File: config.mk
export PLATFORM = sky130hd
export DESIGN_NAME = compact_log_package_checker_core
export DESIGN_NICKNAME = d
export VERILOG_FILES = /design/src/sv/clpc_pkg.sv /design/src/sv/clpc_front.sv /design/src/sv/clpc_queue.sv /design/src/sv/clpc_back.sv /design/src/sv/compact_log_package_checker_core.sv
export SDC_FILE = /design/constraint.sdc
export NUM_CORES = 2
export LEC_CHECK = 0
export BUFFER_PORTS_ARGS = -buffer_cell sky130_fd_sc_hd__buf_2
export CORE_ASPECT_RATIO = 0.7
export CORE_MARGIN = 2
export CORE_UTILIZATION = 45
export DETAILED_ROUTE_END_ITERATION = 16
export PLACE_DENSITY = 0.61
export RECOVER_POWER = 25
export SYNTH_ARGS = -nofsm -noshare
export SYNTH_HDL_FRONTEND = slang
export SYNTH_SLANG_ARGS = --single-unit
File: constraint.sdc
create_clock -name i_clk -period 6.7 [get_ports i_clk]
set_input_delay 1.34 -clock i_clk [delete_from_list [all_inputs] [get_ports i_clk]]
set_output_delay 1.34 -clock i_clk [all_outputs]
set_load 0.01 [all_outputs]
File: src/sv/clpc_pkg.sv
package clpc_pkg;

    // Log2 of the bytes per argument word; argument end is word_count shifted by this.
    localparam int unsigned ARG_WORD_SHIFT = 2;
    localparam logic [7:0]  NUL_BYTE       = 8'h00;

    localparam int unsigned ARG_END_W = 10;
    localparam int unsigned COUNT_W   = 8;
    localparam int unsigned BYTE_W    = 8;
    localparam int unsigned PKG_W     = 16;
    localparam int unsigned NUM_SLOTS = 256;

    // Width of the package epoch kept per slot; a tag of zero marks a slot unused.
    localparam int unsigned TAG_W     = 8;

    // Work classes handed from the front to the back.
    typedef enum logic [2:0] {
        CMD_VERDICT = 3'b001,  // header settled the verdict by itself
        CMD_START   = 3'b010,  // header opens a string area
        CMD_BYTE    = 3'b100   // one string area byte of an open package
    } t_cmd_kind;

    typedef struct packed {
        t_cmd_kind              kind;
        logic                   verdict;
        logic [ARG_END_W-1:0]   arg_end;
        logic [COUNT_W-1:0]     emb_count;
        logic [BYTE_W-1:0]      data;
        logic                   last;
    } t_cmd;

endpackage

File: src/sv/clpc_front.sv
module clpc_front #(
    parameter int unsigned HEADER_BYTES = 8
) (
    input  logic                    i_clk,
    input  logic                    i_rst_n,
    input  logic                    i_fire,
    input  logic                    i_func,
    input  logic [7:0]              i_word_count,
    input  logic [7:0]              i_ro_string_count,
    input  logic [7:0]              i_rw_string_count,
    input  logic [7:0]              i_embedded_count,
    input  logic [15:0]             i_package_bytes,
    input  logic [7:0]              i_data_byte,
    input  logic                    i_last_byte,
    output logic                    o_push,
    output clpc_pkg::t_cmd          o_cmd
);
    import clpc_pkg::*;

    logic                   r_busy;
    logic                   n_busy;
    logic [ARG_END_W-1:0]   arg_end;
    logic [ARG_END_W:0]     area_start;
    logic                   hdr_bad;
    logic                   area_empty;

    assign arg_end    = {i_word_count, {ARG_WORD_SHIFT{1'b0}}};
    assign area_start = {1'b0, arg_end} + {3'b000, i_ro_string_count};

    assign hdr_bad = (i_package_bytes < PKG_W'(HEADER_BYTES))
                  || (arg_end < ARG_END_W'(HEADER_BYTES))
                  || ({5'b0, area_start} > i_package_bytes)
                  || (i_rw_string_count != '0);
    assign area_empty = ({5'b0, area_start} == i_package_bytes);

    always_comb begin
        n_busy          = r_busy;
        o_push          = 1'b0;
        o_cmd.kind      = CMD_BYTE;
        o_cmd.verdict   = 1'b0;
        o_cmd.arg_end   = arg_end;
        o_cmd.emb_count = i_embedded_count;
        o_cmd.data      = i_data_byte;
        o_cmd.last      = i_last_byte;
        if (i_fire) begin
            if (!i_func) begin
                o_push = 1'b1;
                if (hdr_bad) begin
                    o_cmd.kind    = CMD_VERDICT;
                    o_cmd.verdict = 1'b0;
                    n_busy        = 1'b0;
                end else if (area_empty) begin
                    o_cmd.kind    = CMD_VERDICT;
                    o_cmd.verdict = (i_embedded_count == '0);
                    n_busy        = 1'b0;
                end else begin
                    o_cmd.kind = CMD_START;
                    n_busy     = 1'b1;
                end
            end else if (r_busy) begin
                // Bytes outside an open package are dropped here.
                o_push = 1'b1;
                if (i_last_byte) begin
                    n_busy = 1'b0;
                end
            end
        end
    end

    always_ff @(posedge i_clk) begin
        if (!i_rst_n) begin
            r_busy <= 1'b0;
        end else begin
            r_busy <= n_busy;
        end
    end

endmodule

File: src/sv/clpc_queue.sv
module clpc_queue #(
    parameter int unsigned DEPTH = 4
) (
    input  logic                i_clk,
    input  logic                i_rst_n,
    input  logic                i_push,
    input  clpc_pkg::t_cmd      i_cmd,
    output logic                o_full,
    input  logic                i_pop,
    output logic                o_valid,
    output clpc_pkg::t_cmd      o_cmd
);
    import clpc_pkg::*;

    localparam int unsigned PTR_W = (DEPTH > 1) ? $clog2(DEPTH) : 1;
    localparam int unsigned CNT_W = $clog2(DEPTH + 1);

    t_cmd               r_mem [DEPTH];
    logic [PTR_W-1:0]   r_wr_ptr;
    logic [PTR_W-1:0]   r_rd_ptr;
    logic [CNT_W-1:0]   r_count;
    logic               do_push;
    logic               do_pop;

    assign o_full  = (r_count == CNT_W'(DEPTH));
    assign o_valid = (r_count != '0);
    assign o_cmd   = r_mem[r_rd_ptr];
    assign do_push = i_push && !o_full;
    assign do_pop  = i_pop && o_valid;

    always_ff @(posedge i_clk) begin
        if (do_push) begin
            r_mem[r_wr_ptr] <= i_cmd;
        end
    end

    always_ff @(posedge i_clk) begin
        if (!i_rst_n) begin
            r_wr_ptr <= '0;
            r_rd_ptr <= '0;
            r_count  <= '0;
        end else begin
            if (do_push) begin
                r_wr_ptr <= (r_wr_ptr == PTR_W'(DEPTH - 1)) ? '0 : r_wr_ptr + 1'b1;
            end
            if (do_pop) begin
                r_rd_ptr <= (r_rd_ptr == PTR_W'(DEPTH - 1)) ? '0 : r_rd_ptr + 1'b1;
            end
            if (do_push && !do_pop) begin
                r_count <= r_count + 1'b1;
            end else if (do_pop && !do_push) begin
                r_count <= r_count - 1'b1;
            end
        end
    end

endmodule

File: src/sv/clpc_back.sv
module clpc_back #(
    parameter int unsigned HEADER_BYTES  = 8,
    parameter int unsigned POINTER_BYTES = 4
) (
    input  logic                i_clk,
    input  logic                i_rst_n,
    input  logic                i_q_valid,
    input  clpc_pkg::t_cmd      i_cmd,
    output logic                o_pop,
    output logic                o_out_valid,
    output logic                o_package_ok,
    input  logic                i_out_ready
);
    import clpc_pkg::*;

    // The back either sweeps the slot tag memory or works through entries.
    typedef enum logic [1:0] {
        ST_CLEAR = 2'b01,
        ST_RUN   = 2'b10
    } t_back_state;

    // One tag per pointer slot. A slot is used in the current package when its
    // tag equals the package epoch. Epochs run from one upward, so a swept tag
    // of zero never matches.
    logic [TAG_W-1:0]       r_tag_mem [NUM_SLOTS];
    logic [TAG_W-1:0]       r_tag_rd;
    logic                   r_fwd_hit;
    t_back_state            r_state;
    logic [BYTE_W-1:0]      r_clr_idx;
    logic [TAG_W-1:0]       r_epoch;
    logic [TAG_W-1:0]       n_epoch;
    logic                   r_b_valid;
    t_cmd                   r_b_cmd;
    logic [ARG_END_W-1:0]   r_arg_end;
    logic [ARG_END_W-1:0]   n_arg_end;
    logic [COUNT_W-1:0]     r_left;
    logic [COUNT_W-1:0]     n_left;
    logic                   r_inside;
    logic                   n_inside;
    logic                   r_failed;
    logic                   n_failed;
    logic                   r_out_valid;
    logic                   r_out_ok;

    logic                   running;
    logic                   epoch_wrap;
    logic                   adv_b;
    logic                   take;
    logic                   mem_we;
    logic                   slot_used;
    logic                   res_valid;
    logic                   res_ok;
    logic                   slot_bad;
    logic [ARG_END_W:0]     slot_off;
    logic [ARG_END_W+1:0]   slot_top;

    assign running    = (r_state == ST_RUN);
    assign epoch_wrap = (r_b_cmd.kind == CMD_START) && (r_epoch == '1);
    assign adv_b      = running && r_b_valid && (!r_out_valid || i_out_ready);
    // A start that wraps the epoch is followed by a sweep, so no tag is read
    // while it waits in the check stage.
    assign take       = running && i_q_valid && (!r_b_valid || adv_b)
                     && !(r_b_valid && epoch_wrap);
    assign o_pop      = take;

    // The tag read when an entry is taken misses a write made in that same cycle.
    assign slot_used = r_fwd_hit || (r_tag_rd == r_epoch);

    // Byte offset of the pointer slot that an index byte names.
    assign slot_off = {1'b0, r_b_cmd.data, {ARG_WORD_SHIFT{1'b0}}};
    assign slot_top = {1'b0, slot_off} + (ARG_END_W + 2)'(POINTER_BYTES);
    assign slot_bad = (slot_off < (ARG_END_W + 1)'(HEADER_BYTES))
                   || (slot_top > {2'b00, r_arg_end});

    always_comb begin
        n_arg_end   = r_arg_end;
        n_left      = r_left;
        n_inside    = r_inside;
        n_failed    = r_failed;
        n_epoch     = r_epoch;
        mem_we      = 1'b0;
        res_valid   = 1'b0;
        res_ok      = 1'b0;
        unique case (r_b_cmd.kind)
            CMD_VERDICT: begin
                res_valid = 1'b1;
                res_ok    = r_b_cmd.verdict;
            end
            CMD_START: begin
                n_arg_end = r_b_cmd.arg_end;
                n_left    = r_b_cmd.emb_count;
                n_inside  = 1'b0;
                n_failed  = 1'b0;
                n_epoch   = epoch_wrap ? TAG_W'(1) : r_epoch + 1'b1;
            end
            CMD_BYTE: begin
                if (!r_failed) begin
                    if (r_inside) begin
                        if (r_b_cmd.data == NUL_BYTE) begin
                            n_inside = 1'b0;
                        end
                    end else if (r_left == '0) begin
                        n_failed = 1'b1;
                    end else begin
                        if (slot_used || slot_bad) begin
                            n_failed = 1'b1;
                        end
                        mem_we   = 1'b1;
                        n_left   = r_left - 1'b1;
                        n_inside = 1'b1;
                    end
                end
                if (r_b_cmd.last) begin
                    res_valid = 1'b1;
                    res_ok    = !n_failed && (n_left == '0) && !n_inside;
                end
            end
            default: begin
                res_valid = 1'b0;
            end
        endcase
    end

    always_ff @(posedge i_clk) begin
        if (!running) begin
            r_tag_mem[r_clr_idx] <= '0;
        end else if (adv_b && mem_we) begin
            r_tag_mem[r_b_cmd.data] <= r_epoch;
        end
    end

    always_ff @(posedge i_clk) begin
        if (take) begin
            r_b_cmd   <= i_cmd;
            r_tag_rd  <= r_tag_mem[i_cmd.data];
            r_fwd_hit <= adv_b && mem_we && (r_b_cmd.data == i_cmd.data);
        end
    end

    always_ff @(posedge i_clk) begin
        if (!i_rst_n) begin
            r_state     <= ST_CLEAR;
            r_clr_idx   <= '0;
            r_epoch     <= '0;
            r_b_valid   <= 1'b0;
            r_arg_end   <= '0;
            r_left      <= '0;
            r_inside    <= 1'b0;
            r_failed    <= 1'b0;
            r_out_valid <= 1'b0;
        end else begin
            unique case (r_state)
                ST_CLEAR: begin
                    r_clr_idx <= r_clr_idx + 1'b1;
                    if (r_clr_idx == '1) begin
                        r_state <= ST_RUN;
                    end
                end
                ST_RUN: begin
                    if (adv_b && epoch_wrap) begin
                        r_state <= ST_CLEAR;
                    end
                end
                default: begin
                    r_state <= ST_CLEAR;
                end
            endcase
            if (take) begin
                r_b_valid <= 1'b1;
            end else if (adv_b) begin
                r_b_valid <= 1'b0;
            end
            if (adv_b) begin
                r_arg_end   <= n_arg_end;
                r_left      <= n_left;
                r_inside    <= n_inside;
                r_failed    <= n_failed;
                r_epoch     <= n_epoch;
                r_out_valid <= res_valid;
            end else if (i_out_ready) begin
                r_out_valid <= 1'b0;
            end
        end
    end

    always_ff @(posedge i_clk) begin
        if (adv_b) begin
            r_out_ok <= res_ok;
        end
    end

    assign o_out_valid  = r_out_valid;
    assign o_package_ok = r_out_ok;

endmodule

File: src/sv/compact_log_package_checker_core.sv
// The beat that settles a verdict passes the queue, the check stage and the output register before
// the verdict shows on o_out_valid. Throughput: one beat per cycle on both sides while the slot
// tag memory is not being swept and the output is not stalled. The sweep clears every slot tag
// after reset and again at the 256th package that opens a string area and every 255th after it;
// input stalls once QUEUE_DEPTH beats wait behind the sweep or a stalled output. Reset (i_rst_n
// low, synchronous) empties the queue, drops any pending verdict and clears all package state.
module compact_log_package_checker_core #(
    parameter int unsigned HEADER_BYTES  = 8,
    parameter int unsigned POINTER_BYTES = 4,
    parameter int unsigned QUEUE_DEPTH   = 4
) (
    input  logic        i_clk,
    input  logic        i_rst_n,
    input  logic        i_in_valid,
    output logic        o_in_ready,
    input  logic        i_func,
    input  logic [7:0]  i_word_count,
    input  logic [7:0]  i_ro_string_count,
    input  logic [7:0]  i_rw_string_count,
    input  logic [7:0]  i_embedded_count,
    input  logic [15:0] i_package_bytes,
    input  logic [7:0]  i_data_byte,
    input  logic        i_last_byte,
    output logic        o_out_valid,
    input  logic        i_out_ready,
    output logic        o_package_ok
);
    import clpc_pkg::*;

    // The front takes a beat whenever the queue has room. It settles header
    // checks on the spot and tracks whether a package is open, so stray
    // string bytes never reach the queue.
    logic   in_fire;
    logic   front_push;
    t_cmd   front_cmd;
    logic   q_full;
    logic   q_valid;
    t_cmd   q_cmd;
    logic   back_pop;

    assign o_in_ready = !q_full;
    assign in_fire    = i_in_valid && o_in_ready;

    clpc_front #(
        .HEADER_BYTES (HEADER_BYTES)
    ) u_front (
        .i_clk              (i_clk),
        .i_rst_n            (i_rst_n),
        .i_fire             (in_fire),
        .i_func             (i_func),
        .i_word_count       (i_word_count),
        .i_ro_string_count  (i_ro_string_count),
        .i_rw_string_count  (i_rw_string_count),
        .i_embedded_count   (i_embedded_count),
        .i_package_bytes    (i_package_bytes),
        .i_data_byte        (i_data_byte),
        .i_last_byte        (i_last_byte),
        .o_push             (front_push),
        .o_cmd              (front_cmd)
    );

    // Short queue of classified work between the two sides.
    clpc_queue #(
        .DEPTH (QUEUE_DEPTH)
    ) u_queue (
        .i_clk   (i_clk),
        .i_rst_n (i_rst_n),
        .i_push  (front_push),
        .i_cmd   (front_cmd),
        .o_full  (q_full),
        .i_pop   (back_pop),
        .o_valid (q_valid),
        .o_cmd   (q_cmd)
    );

    // The back holds the slot tag memory and string state, and owns the output
    // register. It pulls an entry into its check stage while reading that
    // entry's slot tag, and checks it once the output register is free or
    // being emptied in the same cycle.
    clpc_back #(
        .HEADER_BYTES  (HEADER_BYTES),
        .POINTER_BYTES (POINTER_BYTES)
    ) u_back (
        .i_clk        (i_clk),
        .i_rst_n      (i_rst_n),
        .i_q_valid    (q_valid),
        .i_cmd        (q_cmd),
        .o_pop        (back_pop),
        .o_out_valid  (o_out_valid),
        .o_package_ok (o_package_ok),
        .i_out_ready  (i_out_ready)
    );

endmodule

# Word-level counts from Yosys, hierarchy flattened

Memory sizes are Yosys's and may differ from the RTL's. A register that Yosys moved wholly into a read port is not among the register bits.
Index checks and enable logic that the tools add are counted.

$add $sub $neg: 9
Order comparisons: 5
Equality and inequality tests: 15
Mux-type cells: 60
Reduce and logical (&&, ||, !) cells: 47

Operator list:

| operator                                                                      | count |
|---|---|
| 8-bit 2-to-1 mux                                                              | 7 |
| 1-bit 2-to-1 mux                                                              | 35 |
| 8-bit logical NOT                                                             | 4 |
| 10-bit by 4-bit less-than comparator with 1-bit output, second input constant | 2 |
| 1-bit logical AND                                                             | 17 |
| 8-bit by 1-bit adder with 8-bit output, second input constant                 | 2 |
| 11-bit by 16-bit equality test with 1-bit output                              | 1 |
| 8-bit equality test                                                           | 2 |
| 8-bit equality test, second input constant                                    | 2 |
| 11-bit by 16-bit greater-than comparator with 1-bit output                    | 1 |
| 16-bit by 4-bit less-than comparator with 1-bit output, second input constant | 1 |
| 8-bit one-hot mux with 2 select lines                                         | 1 |
| 2-bit 2-to-1 mux                                                              | 7 |
| 12-bit by 10-bit greater-than comparator with 1-bit output                    | 1 |
| 4-bit 2-to-1 mux                                                              | 3 |
| 10-bit by 3-bit adder with 11-bit output, second input constant               | 1 |
| 10-bit by 8-bit adder with 11-bit output                                      | 1 |
| 1-bit logical NOT                                                             | 8 |
| 1-bit logical OR                                                              | 8 |
| 1-bit one-hot mux with 2 select lines                                         | 4 |
| 2-bit nonzero test                                                            | 4 |
| 8-bit nonzero test                                                            | 1 |
| 8-bit OR reduction                                                            | 1 |
| 8-bit by 1-bit subtractor with 8-bit output, second input constant            | 1 |
| 14 further kinds                                                              | 21 |

Register bits after elaboration: 81
RAM bits: 2164
Input port bits: 62
Output and inout bits: 3
Memories: 2

Memories:

| name             | words | width | rd ports | clocked after memory_dff | wr ports | RTL line         | RTL |
|---|---|---|---|---|---|---|---|
| u_back.r_tag_mem | 256   | 8     | 1        | 1                        | 1        | clpc_back.sv:25  | `logic [TAG_W-1:0] r_tag_mem [NUM_SLOTS];` |
| u_queue.r_mem    | 4     | 29    | 1        | 1                        | 1        | clpc_queue.sv:18 | `t_cmd r_mem [DEPTH];` |

# Logic depth before layout (Yosys ltp)

Depth after elaboration: 14
Gate-level depth with buffers: 16

# Modules after synthesis

Synthesis repeated with hierarchy kept, for this count alone.

Cells, all modules: 4721
Area total of the unflattened synthesis: 90095.2 µm²

By module, submodules not included:

| module                           | instances | cells each | area each (µm²) | sequential area each (µm²) |
|---|---|---|---|---|
| clpc_back                        | 1         | 4370       | 84169.5         | 63530.9 |
| clpc_queue                       | 1         | 212        | 4953.5          | 3903.7 |
| clpc_front                       | 1         | 137        | 962.2           | 20.0 |
| compact_log_package_checker_core | 1         | 2          | 10.0            | 0.0 |

# Least setup slack after synthesis

OpenSTA, ideal clock, no wires.

Path type: input to register
Start point: input port i_out_ready
End point: memory u_back.r_tag_mem[0][7], data pin
Setup time: 873 ps
Data arrival time: 5617 ps
Data required time: 5827 ps
Setup slack: 210 ps
Stages on the path: 6
Path buffers: 2
Path through: nor2b_1 -> or2_1 -> clkbuf_1 -> nor3_2 -> clkbuf_1 -> and3_1

Longest elaborated chain between the ends: 8

RTL lines:

| element                                | RTL line                               | RTL |
|---|---|---|
| from (decl)                            | compact_log_package_checker_core.sv:25 | `input logic i_out_ready,` |
| 1-bit logical OR                       | clpc_back.sv:59                        | `assign adv_b = running && r_b_valid && (!r_out_valid \|\| i_out_ready);` |
| 1-bit logical AND                      | clpc_back.sv:59                        |  |
| 1-bit logical AND                      | clpc_back.sv:127                       | `end else if (adv_b && mem_we) begin` |
| 1-bit 2-to-1 mux                       | clpc_back.sv:127                       |  |
| 1-bit 2-to-1 mux                       | clpc_back.sv:125                       | `if (!running) begin` |
| 1-bit 2-to-1 mux (not written as such) | clpc_back.sv:128                       | `r_tag_mem[r_b_cmd.data] <= r_epoch;` |
| 8-bit OR reduction (no line)           | n/a                                    |  |
| 8-bit 2-to-1 mux (no line)             | n/a                                    |  |
| to (decl)                              | clpc_back.sv:25                        |  |

No other way between the ends.

==> impl_metrics.env <==
export IMPL_p_leak_uw=0.03305
export IMPL_synth_seq_area_share=0.7482
export IMPL_max_stage_delay_ns=1.02
export IMPL_skew_ns=0.03695
export IMPL_cts_sinks=2251
export IMPL_path_clk_slew_ns=0.07
export IMPL_peakVddDrop_v=0.0002246
export IMPL_arrival_ns=6.29
export IMPL_r2r_slack_ns=0.99
export IMPL_die_w_um=537.6
export IMPL_cts_tree="built"
export IMPL_detail_route_antenna_nets=0
export IMPL_cts_buffers=206
export IMPL_drc=0
export IMPL_max_freq_ghz=0.1751
export IMPL_antenna_found_initial=12
export IMPL_syn_area_um2=89700
export IMPL_ioPinCount=65
export IMPL_first_global_vias=46470
export IMPL_r2r_end="u_back.r_tag_rd[1]"
export IMPL_synth_edf_count=2203
export IMPL_vias=49250
export IMPL_required_ns=7.28
export IMPL_grt_max_degree=137
export IMPL_ys_types=86
export IMPL_avgSynthCellArea_um2=18.27
export IMPL_io_buffers=64
export IMPL_synthCells=4910
export IMPL_hold_depth=2
export IMPL_relSlewSlack=-1.556
export IMPL_fin_crit_sh=0.8523
export IMPL_layout_drive_gt1_share=0.1671
export IMPL_place_congestion=0.9164
export IMPL_fin_crit_ns=5.710
export IMPL_hold_class="flop to flop"
export IMPL_dieHeight_um=377.5
export IMPL_finalWirelength_um=255300
export IMPL_min_to="u_back.r_arg_end[4]"
export IMPL_routed_via_density=6.273
export IMPL_dp_hpwl_um=155400
export IMPL_syn_nets=5010
export IMPL_dr_pass1_iters=6
export IMPL_yosysWarnings=0
export IMPL_fin_nets=5143
export IMPL_yosysMostFrequentCell="edfxtp_1"
export IMPL_initial_core_util=0.4515
export IMPL_drt_iter0_markers=7635
export IMPL_crit_top_cell="nand2_1"
export IMPL_r2r_cells=10
export IMPL_p_per_area_nw_per_um2=284.1
export IMPL_grt_use_total=0.2498
export IMPL_synthTopCellsByArea="edfxtp_1 (74%), mux4_2 (9.5%), mux2i_1 (3.1%)"
export IMPL_synthArstFlopShare=0
export IMPL_hp_start="u_back.r_arg_end[4]"
export IMPL_crit_path_max_fanout=23
export IMPL_finalHoldViolCount=0
export IMPL_whs_ns=0.4596
export IMPL_postCtsHoldBufs=0
export IMPL_violations="capacitance limit, slew limit"
export IMPL_grt_setup_unrepaired="no"
export IMPL_core_area_um2=198700
export IMPL_grt_pass1_wl_um=359900
export IMPL_worstSetupPathType="flop to flop"
export IMPL_drv_cap=11
export IMPL_rows=137
export IMPL_cp_cell_sequence="buf_4 -> nand2_1 -> o21ai_1 -> clkbuf_1 -> inv_1 -> nor2_1 -> nand2_1 -> o22ai_1 -> or4_1 -> nor3b_2"
export IMPL_outcome="finished, violations left"
export IMPL_slew_viol_final=501
export IMPL_ctsResizeCount=0
export IMPL_yosysTopAreaCell="edfxtp_1"
export IMPL_setup_tns_ns=0
export IMPL_setup_violations_final=0
export IMPL_dieArea_um2=203000
export IMPL_synth_top_cell_area_share=0.7375
export IMPL_ys_top_cells_by_count="edfxtp_1 (2,203), nand2_1 (396), mux4_2 (378)"
export IMPL_clk_latency_ns=0.85
export IMPL_cts_setup_buffers=0
export IMPL_ys_seq_elements=2251
export IMPL_wl_per_cell_um=32.52
export IMPL_root_buffer="clkbuf_16"
export IMPL_ys_flop_type="edfxtp_1"
export IMPL_end_kind="flop"
export IMPL_area_growth_syn_to_layout_pct=10.94
export IMPL_grt_overflow=0
export IMPL_worst_slew_pin_transition_ns=3.834
export IMPL_crit_slowest_cell="clkbuf_1"
export IMPL_crit_path_start_kind="flop"
export IMPL_cts_buffer_depth=4
export IMPL_cts_max_level=4
sequential cells by signal (all words and copies together), names as in the netlist, named ones only:
name and cells:
u_queue.r_wr_ptr 2, u_back.r_state 2, u_back.o_out_valid 1, u_back.r_tag_rd 8
u_back.r_clr_idx 8, u_back.r_left 8, u_back.r_b_valid 1, u_front.r_busy 1
u_back.r_inside 1, u_back.r_failed 1, u_queue.r_mem 116, u_back.r_arg_end 8
u_back.r_epoch 8, u_back.o_package_ok 1, u_back.r_fwd_hit 1, u_queue.r_rd_ptr 2
u_queue.r_count 3, u_back.r_b_cmd 29, u_back.r_tag_mem 2048
layer usage:
metal	part of all wire	global-route usage
met5	0.00014	0
met4	0.026	0.06339
met3	0.12	0.07300
met2	0.42	0.3417
met1	0.43	0.3880
cell usage in the layout (no fill, tap or decap), drive strengths merged, types with 53 or more instances in the layout:
cell type | synthesis | routed
nor2 | 355 | 355
buf | 193 | 167
clkbuf | 89 | 293
a31oi | 61 | 61
nand2 | 396 | 396
mux4 | 378 | 378
edfxtp | 2203 | 2203
mux2i | 276 | 276
o21ai | 53 | 53
clkinv | 1 | 86
a21oi | 151 | 151
o221ai | 78 | 78
nand3 | 60 | 60
worst max-delay path, delay by kind of cell (launching register included):
family | cells | cell delay (ns)
AND/OR/NAND/NOR | 5 | 1.34
buffers and inverters | 3 | 2.30
flip-flops | 1 | 0.76
AO/OA/AOI/OAI | 2 | 0.98
worst max path at each step:
stage                               end         startpoint  slack, ns  cells past startpoint
4_1_cts              u_back.r_tag_rd[3]               flop       1.69                     10
3_3_place_gp    u_back.r_tag_mem[81][2]        i_out_ready       1.62                      9
3_5_place_dp   u_back.r_tag_mem[145][6]        i_out_ready       1.43                      9
2_1_floorplan    u_back.r_tag_mem[0][7]        i_out_ready       0.21                      6
5_1_grt         u_back.r_tag_mem[80][3]  u_back.r_state[1]       0.68                      6
6_report             u_back.r_tag_rd[1]               flop       0.99                     10
cell families after synthesis:
logic type	share of synthesized area
AOI/OAI and AO/OA	0.04372
muxes	0.1266
xor gates and xnor gates	0.004199
DFF	0.7482
buffers and inverters	0.02268
and+or+nand+nor	0.04909
adders and majority gates	0.005468
report_power, final:
group | switching [µW] | internal, µW
sequential | 13.6 | 15300
combinational | 824 | 385
clock | 5110 | 6670
layout make-up:
class / count / area [µm²]
Sequential cell: 2251 / 67120
Clock buffer: 253 / 5438
Tap cell: 2641 / 3304
Antenna cell: 7 / 17.52
Timing Repair Buffer: 207 / 1607
Inverter: 45 / 210.2
Multi-Input combinational cell: 2332 / 20670
Clock inverter: 114 / 1154
Fill cell: 15950 / 99160
through the flow:
step           area, µm²  power, µW    util  cells  worst slack (ns)
4_1_cts            99600      28340  0.5014   7843             1.694
3_5_place_dp       93010      16770  0.4682   7476             1.434
5_1_grt            99500      28920  0.5008   7843            0.6812
2_1_floorplan      89700      16300       -   4910            0.2098
6_report           99510      28270  0.5009   7850            0.9897
3_3_place_gp       93010      16760  0.4682   7476             1.616
No activity file was read; power rests on OpenSTA's default activity.
